==> config.mk <==
export PLATFORM = sky130hd
export DESIGN_NAME = serial_line_command_parser_top
export DESIGN_NICKNAME = d
export VERILOG_FILES = /design/src/rtl/slcp_pkg.sv /design/src/rtl/slcp_line.sv /design/src/rtl/slcp_out_buf.sv /design/src/rtl/serial_line_command_parser_top.sv
export SDC_FILE = /design/constraint.sdc
export NUM_CORES = 1
export LEC_CHECK = 0
export BUFFER_PORTS_ARGS = -buffer_cell sky130_fd_sc_hd__buf_2
export CORE_MARGIN = 5
export CORE_UTILIZATION = 45
export CTS_CLUSTER_DIAMETER = 60
export DETAILED_ROUTE_END_ITERATION = 12
export SYNTH_ARGS = -nofsm -noshare
export SYNTH_HDL_FRONTEND = slang
export SYNTH_SLANG_ARGS = --single-unit
==> constraint.sdc <==
create_clock -name i_clk -period 4.4 [get_ports i_clk]
set_input_delay 0.44 -clock i_clk [delete_from_list [all_inputs] [get_ports i_clk]]
set_output_delay 0.44 -clock i_clk [all_outputs]
set_load 0.05 [all_outputs]
==> src/rtl/slcp_pkg.sv <==
// shared constants and types for the serial line command parser
package slcp_pkg;

    // line buffer capacity and length counter width
    localparam int BUFFER_BYTES = 16;
    localparam int LEN_W        = $clog2(BUFFER_BYTES + 1);

    // only the first bytes of a line can ever match a command
    localparam int MATCH_BYTES  = 4;
    localparam int MIDX_W       = $clog2(MATCH_BYTES);

    // control characters
    localparam logic [7:0] CH_BACKSPACE = 8'h08;
    localparam logic [7:0] CH_DELETE    = 8'h7F;
    localparam logic [7:0] CH_RETURN    = 8'h0D;

    // response codes
    localparam logic [2:0] RSP_NONE    = 3'd0;
    localparam logic [2:0] RSP_ON      = 3'd1;
    localparam logic [2:0] RSP_OFF     = 3'd2;
    localparam logic [2:0] RSP_HELP    = 3'd3;
    localparam logic [2:0] RSP_EXIT    = 3'd4;
    localparam logic [2:0] RSP_INVALID = 3'd5;

    // one result word
    typedef struct packed {
        logic [2:0] response;
        logic       led_level;
        logic       exit_flag;
    } t_result;

endpackage

==> src/rtl/slcp_line.sv <==
// line buffer, command match and led / exit state
module slcp_line
    import slcp_pkg::*;
(
    input  logic       i_clk,
    input  logic       i_rst_n,
    input  logic       i_accept,
    input  logic [7:0] i_rx_byte,
    output t_result    o_result
);

    logic [LEN_W-1:0] r_len;
    logic [LEN_W-1:0] n_len;
    logic             r_led;
    logic             n_led;
    logic             r_exit;
    logic             n_exit;
    logic [2:0]       n_rsp;
    logic [7:0]       r_store [MATCH_BYTES];
    logic             w_store_we;
    logic             w_is_on;
    logic             w_is_off;
    logic             w_is_help;
    logic             w_is_exit;

    // fixed compares of the head of the line
    assign w_is_on   = (r_len == LEN_W'(2)) && (r_store[0] == "o") && (r_store[1] == "n");
    assign w_is_off  = (r_len == LEN_W'(3)) && (r_store[0] == "o") && (r_store[1] == "f")
                       && (r_store[2] == "f");
    assign w_is_help = (r_len == LEN_W'(4)) && (r_store[0] == "h") && (r_store[1] == "e")
                       && (r_store[2] == "l") && (r_store[3] == "p");
    assign w_is_exit = (r_len == LEN_W'(4)) && (r_store[0] == "e") && (r_store[1] == "x")
                       && (r_store[2] == "i") && (r_store[3] == "t");

    // next state and response for this byte
    always_comb begin
        n_len      = r_len;
        n_led      = r_led;
        n_exit     = r_exit;
        n_rsp      = RSP_NONE;
        w_store_we = 1'b0;
        if ((i_rx_byte == CH_BACKSPACE) || (i_rx_byte == CH_DELETE)) begin
            if (r_len != '0) begin
                n_len = r_len - LEN_W'(1);
            end
        end else if (i_rx_byte == CH_RETURN) begin
            n_len = '0;
            if (w_is_on) begin
                n_led = 1'b1;
                n_rsp = RSP_ON;
            end else if (w_is_off) begin
                n_led = 1'b0;
                n_rsp = RSP_OFF;
            end else if (w_is_help) begin
                n_rsp = RSP_HELP;
            end else if (w_is_exit) begin
                n_exit = 1'b1;
                n_rsp  = RSP_EXIT;
            end else begin
                n_rsp = RSP_INVALID;
            end
        end else if (r_len < LEN_W'(BUFFER_BYTES)) begin
            n_len      = r_len + LEN_W'(1);
            w_store_we = (r_len < LEN_W'(MATCH_BYTES));
        end
    end

    assign o_result.response  = n_rsp;
    assign o_result.led_level = n_led;
    assign o_result.exit_flag = n_exit;

    // control state
    always_ff @(posedge i_clk) begin
        if (!i_rst_n) begin
            r_len  <= '0;
            r_led  <= 1'b0;
            r_exit <= 1'b0;
        end else if (i_accept) begin
            r_len  <= n_len;
            r_led  <= n_led;
            r_exit <= n_exit;
        end
    end

    // head of line store, bytes past the match window are only counted
    always_ff @(posedge i_clk) begin
        if (i_accept && w_store_we) begin
            r_store[r_len[MIDX_W-1:0]] <= i_rx_byte;
        end
    end

    // length never exceeds the buffer
    a_len_bound: assert property (@(posedge i_clk) disable iff (!i_rst_n)
        r_len <= LEN_W'(BUFFER_BYTES))
        else $error("line length above buffer size");

    // carriage return always empties the line
    a_cr_clears: assert property (@(posedge i_clk) disable iff (!i_rst_n)
        (i_accept && (i_rx_byte == CH_RETURN)) |=> (r_len == '0))
        else $error("line not cleared after return");

    // exit flag is sticky
    a_exit_sticky: assert property (@(posedge i_clk) disable iff (!i_rst_n)
        r_exit |=> r_exit)
        else $error("exit flag dropped");

    // only a return gives a nonzero response
    a_rsp_cr: assert property (@(posedge i_clk) disable iff (!i_rst_n)
        (n_rsp != RSP_NONE) |-> (i_rx_byte == CH_RETURN))
        else $error("response without return");

endmodule

==> src/rtl/slcp_out_buf.sv <==
// two-word result buffer between the parser and the output channel
module slcp_out_buf
    import slcp_pkg::*;
(
    input  logic    i_clk,
    input  logic    i_rst_n,
    input  logic    i_push,
    input  t_result i_result,
    output logic    o_space,
    output logic    o_valid,
    input  logic    i_ready,
    output t_result o_result
);

    t_result    r_mem [2];
    logic       r_wr_ptr;
    logic       r_rd_ptr;
    logic [1:0] r_count;
    logic       w_pop;

    assign o_space  = (r_count != 2'd2);
    assign o_valid  = (r_count != 2'd0);
    assign o_result = r_mem[r_rd_ptr];
    assign w_pop    = o_valid && i_ready;

    // pointers and fill count
    always_ff @(posedge i_clk) begin
        if (!i_rst_n) begin
            r_wr_ptr <= 1'b0;
            r_rd_ptr <= 1'b0;
            r_count  <= 2'd0;
        end else begin
            if (i_push) begin
                r_wr_ptr <= ~r_wr_ptr;
            end
            if (w_pop) begin
                r_rd_ptr <= ~r_rd_ptr;
            end
            if (i_push && !w_pop) begin
                r_count <= r_count + 2'd1;
            end else if (!i_push && w_pop) begin
                r_count <= r_count - 2'd1;
            end
        end
    end

    // result storage
    always_ff @(posedge i_clk) begin
        if (i_push) begin
            r_mem[r_wr_ptr] <= i_result;
        end
    end

    // never push into a full buffer
    a_no_overflow: assert property (@(posedge i_clk) disable iff (!i_rst_n)
        (r_count == 2'd2) |-> !i_push)
        else $error("push into full buffer");

    // count agrees with pointers
    a_ptr_count: assert property (@(posedge i_clk) disable iff (!i_rst_n)
        (r_count == 2'd1) == (r_wr_ptr != r_rd_ptr))
        else $error("pointer and count mismatch");

    // a held word stays until taken
    a_hold: assert property (@(posedge i_clk) disable iff (!i_rst_n)
        (o_valid && !i_ready) |=> (o_valid && $stable(o_result)))
        else $error("output word changed while stalled");

endmodule

==> src/rtl/serial_line_command_parser_top.sv <==
// Serial line command parser: takes one received byte per word on the input channel and
// returns one result word per byte (response, led level, exit flag). A byte is taken in
// the cycle it arrives and its result is written to a two-word output buffer in the same
// edge, so one byte per clock is sustained; input ready drops only while both buffer
// words wait on the output side. The result is registered and waits behind older buffer words.
module serial_line_command_parser_top
    import slcp_pkg::*;
(
    input  logic       i_clk,
    input  logic       i_rst_n,
    input  logic       i_valid,
    output logic       o_ready,
    input  logic [7:0] i_rx_byte,
    output logic       o_valid,
    input  logic       i_ready,
    output logic [2:0] o_response,
    output logic       o_led_level,
    output logic       o_exit_flag
);

    t_result w_line_res;
    t_result w_out_res;
    logic    w_accept;
    logic    w_space;

    assign o_ready  = w_space;
    assign w_accept = i_valid && w_space;

    // line buffer and command decode
    slcp_line u_line (
        .i_clk     (i_clk),
        .i_rst_n   (i_rst_n),
        .i_accept  (w_accept),
        .i_rx_byte (i_rx_byte),
        .o_result  (w_line_res)
    );

    // result buffer
    slcp_out_buf u_out (
        .i_clk    (i_clk),
        .i_rst_n  (i_rst_n),
        .i_push   (w_accept),
        .i_result (w_line_res),
        .o_space  (w_space),
        .o_valid  (o_valid),
        .i_ready  (i_ready),
        .o_result (w_out_res)
    );

    assign o_response  = w_out_res.response;
    assign o_led_level = w_out_res.led_level;
    assign o_exit_flag = w_out_res.exit_flag;

endmodule

==> flow_summary.yaml <==
logic_synthesis:
  synth_seq_cells: 54
  synth-main-ff-cell: "edfxtp_1"
  synthTopCellsByArea: "edfxtp_1 (54%), dfxtp_1 (10%), ha_1 (3.2%)"
  yosysTopAreaCell: "edfxtp_1"
  syn_nets: 192
  synthArstFlopShare_pct: 0
  ys_types: 46
  yosysTopAreaCellShare_pct: 53.59
  synthesis.area_um2: 2354
  syn-mean-instance-area_um2: 13.53
  synthCells: 174
  synth-edff-count: 42
  yosys_warnings: 0
  seq_area_frac_synth_pct: 63.80
timing:
  period_needed_ns: 2.374
  max_freq_mhz: 421.2
  setup_tns_ns: 0
  finalCritPeriodShare_pct: 53.96
  skew_ns: 0.009080
  hold_violations: 0
  slew_headroom_pct: 64.86
  worst_pin_slew_ns: 0.5251
  holdWs_ns: 0.4214
  setup_viol: 0
  drv_slew: 0
  rsz0062_at_grt: "no"
outcome:
  outcome: "completed"
place:
  dp_hpwl_um: 3283
  finalWeightedCongestion: 0.8170
  port-buffer-count: 18
global_routing:
  gr-total-overflow: 0
  antenna_found_initial: 0
  grt_usage_pct: 14.92
  grt_pass1_vias: 1522
  grt_pass1_wl_um: 7465
  grt_max_degree: 17
drt:
  dr.pass1.iters: 4
  wire_per_inst_um: 16.46
  drc: 0
  drtIter0Drc: 172
  wirelength_um: 4394
  ant_nets: 0
  vias_per_cell: 5.543
  via_count: 1480
die:
  die_y_um: 82.32
  core_um2: 5107
  die_area_um2: 6777
  initial_utilization_pct: 46.08
  ios: 19
  die_w_um: 82.32
  rows: 26
layout:
  mostFrequentLayoutCells: "edfxtp_1 (42), buf_2 (18), nand2_1 (14)"
  fin_nets: 214
  drive_above_1_share_pct: 17.26
  num_antenna_cells: 0
  final_common_cell: "edfxtp_1"
  areaGrowthSynthToFinish_pct: 10.74
cts:
  cts_tree: "yes"
  h-tree-depth: 2
  cts_setup_buffers: 0
  clock_path_buffers: 2
  numCtsBuffers: 5
  cts_num_sinks: 54
  clk_pin_slew_ns: 0.10
  post_cts_resized: 0
  cts_hold_buf: 0
  root_buffer: "clkbuf_8"
  clkLatencyLatePin_ns: 0.30
flow_run:
  maxCapViolCount: 0
critical_path:
  reg2regPathDepth: 5
  cp_max_fo: 2
  crit_arrival_ns: 2.42
  crit_path_start: "u_line.r_store[0][4]$_DFFE_PP_"
  worst_r2r_endpoint: "u_out.r_mem[1][4]$_DFFE_PP_"
  crit_type: "reg2reg"
  crit_end: "u_out.r_mem[1][4]$_DFFE_PP_"
  crit_path_end_kind: "flop"
  r2r-start: "u_line.r_store[0][4]$_DFFE_PP_"
  reg2reg_slack_ns: 2.03
  required_ns: 4.45
  critPathLaunchType: "flop"
pwr:
  combPwrFrac_pct: 24.8
  p_sw_uw: 386.7
  p_leak_nw: 0.8908
  seq_power_share_pct: 53.4
  irDropWorstVdd_v: 0.0002036
  swShare_pct: 31.71
  p_int_uw: 832.8
  powerDensity_nw_per_um2: 467.9
  clkPwrFrac_pct: 21.8
hold_path:
  hold_path.class: "in2reg"
## cell families (layout without fill, tap and decap cells)
| group | after synthesis | after routing | synth area share [%] |
|---|---|---|---|
| compound gates | 26 | 26 | 8.719 |
| xor+xnor | 5 | 5 | 1.861 |
| fa+ha+maj | 6 | 6 | 3.190 |
| buf+inv | 7 | 30 | 1.116 |
| flops | 54 | 54 | 63.80 |
| mux | 7 | 7 | 3.243 |
| simple gates | 69 | 69 | 18.08 |
## routing by layer
| metal | vias up | wire length (um) | global-route usage [%] | share of wire [%] |
|---|---|---|---|---|
| met1 | 719 | 1956 | 20.03 | 45 |
| met2 | 42 | 2126 | 23.96 | 48 |
| met4 | 0 | 40 | 4.485 | 0.91 |
| met3 | 4 | 271 | 3.579 | 6.2 |
| li1 | 715 | - | - | - |
| met5 | - | 0 | 0 | 0 |
## power groups by stage
stage                     Clock [mW]  Combinational (mW)  Sequential (mW)
after floorplan                    0               0.238            0.652
after global placement             0               0.297            0.660
after detailed placement           0               0.303            0.665
final                          0.266               0.302            0.651
after CTS                      0.274               0.304            0.653
after global routing           0.296               0.329            0.662
## worst min path at each step
| stage | from | end | slack [ns] | cells past startpoint |
|---|---|---|---|---|
| 2_1_floorplan | u_line.r_exit$_SDFFE_PN0P_ | u_line.r_exit$_SDFFE_PN0P_ | 0.46 | 2 |
| 3_3_place_gp | u_line.r_exit$_SDFFE_PN0P_ | u_line.r_exit$_SDFFE_PN0P_ | 0.47 | 2 |
| 3_5_place_dp | u_line.r_exit$_SDFFE_PN0P_ | u_line.r_exit$_SDFFE_PN0P_ | 0.49 | 2 |
| 4_1_cts | i_rx_byte[4] | u_line.r_store[3][4]$_DFFE_PP_ | 0.41 | 1 |
| 5_1_grt | i_rx_byte[5] | u_line.r_store[2][5]$_DFFE_PP_ | 0.41 | 1 |
| 6_report | i_rx_byte[7] | u_line.r_store[0][7]$_DFFE_PP_ | 0.42 | 1 |
## worst max-delay path: stages (launching register included)
cell	delay, ns
edfxtp_1	0.37
nor4bb_1	0.47
nand2_1	0.13
or4_1	0.57
o41a_1	0.40
and2_1	0.18
## sequential cells by signal, indices dropped and copies added, names as in the netlist, named ones only
name / flops
u_line.r_exit: 1
u_line.r_led: 1
u_line.r_len: 5
u_line.r_store: 32
u_out.r_count: 2
u_out.r_mem: 10
u_out.r_rd_ptr: 1
u_out.r_wr_ptr: 1
## through the flow
stage	utilization [%]	instance area (um^2)	cells	total power, mW	setup WS (ns)
finish	51.03	2606	267	1.219	2.026
global route	51.03	2606	267	1.288	1.889
CTS	51.03	2606	267	1.231	1.996
detailed placement	49.34	2520	259	0.9680	2.025
global placement	49.34	2520	259	0.9565	2.047
floorplan	-	2354	174	0.8902	2.308
## final cells by class
| type | count | area (um^2) |
|---|---|---|
| clock buffer | 6 | 72.57 |
| clock inverter | 2 | 13.76 |
| fill | 460 | 2501 |
| inverter | 4 | 15.01 |
| multi-input combinational | 113 | 825.8 |
| sequential | 54 | 1501 |
| tap | 70 | 87.58 |
| timing repair buffer | 18 | 90.09 |
## synth_stat cells (2+ instances only)
library cell / number
nor2b_1: 5
o21a_1: 3
ha_1: 6
nand4b_1: 4
nor3_1: 5
or4_1: 2
dfxtp_1: 12
nor4b_1: 2
edfxtp_1: 42
clkbuf_1: 3
nor3b_1: 2
xnor2_1: 3
nor4bb_1: 2
nand3_1: 3
o21ai_0: 3
a21o_1: 2
nand2b_1: 2
nor2_1: 7
and2_1: 8
xor2_1: 2
and4b_1: 2
a32oi_1: 3
nor4_1: 2
mux2i_1: 2
o221a_2: 2
nand3b_1: 3
o211ai_1: 2
nand2_1: 14
mux2_2: 5
inv_1: 4
or3_1: 2
(Power assumes the default switching activity.)
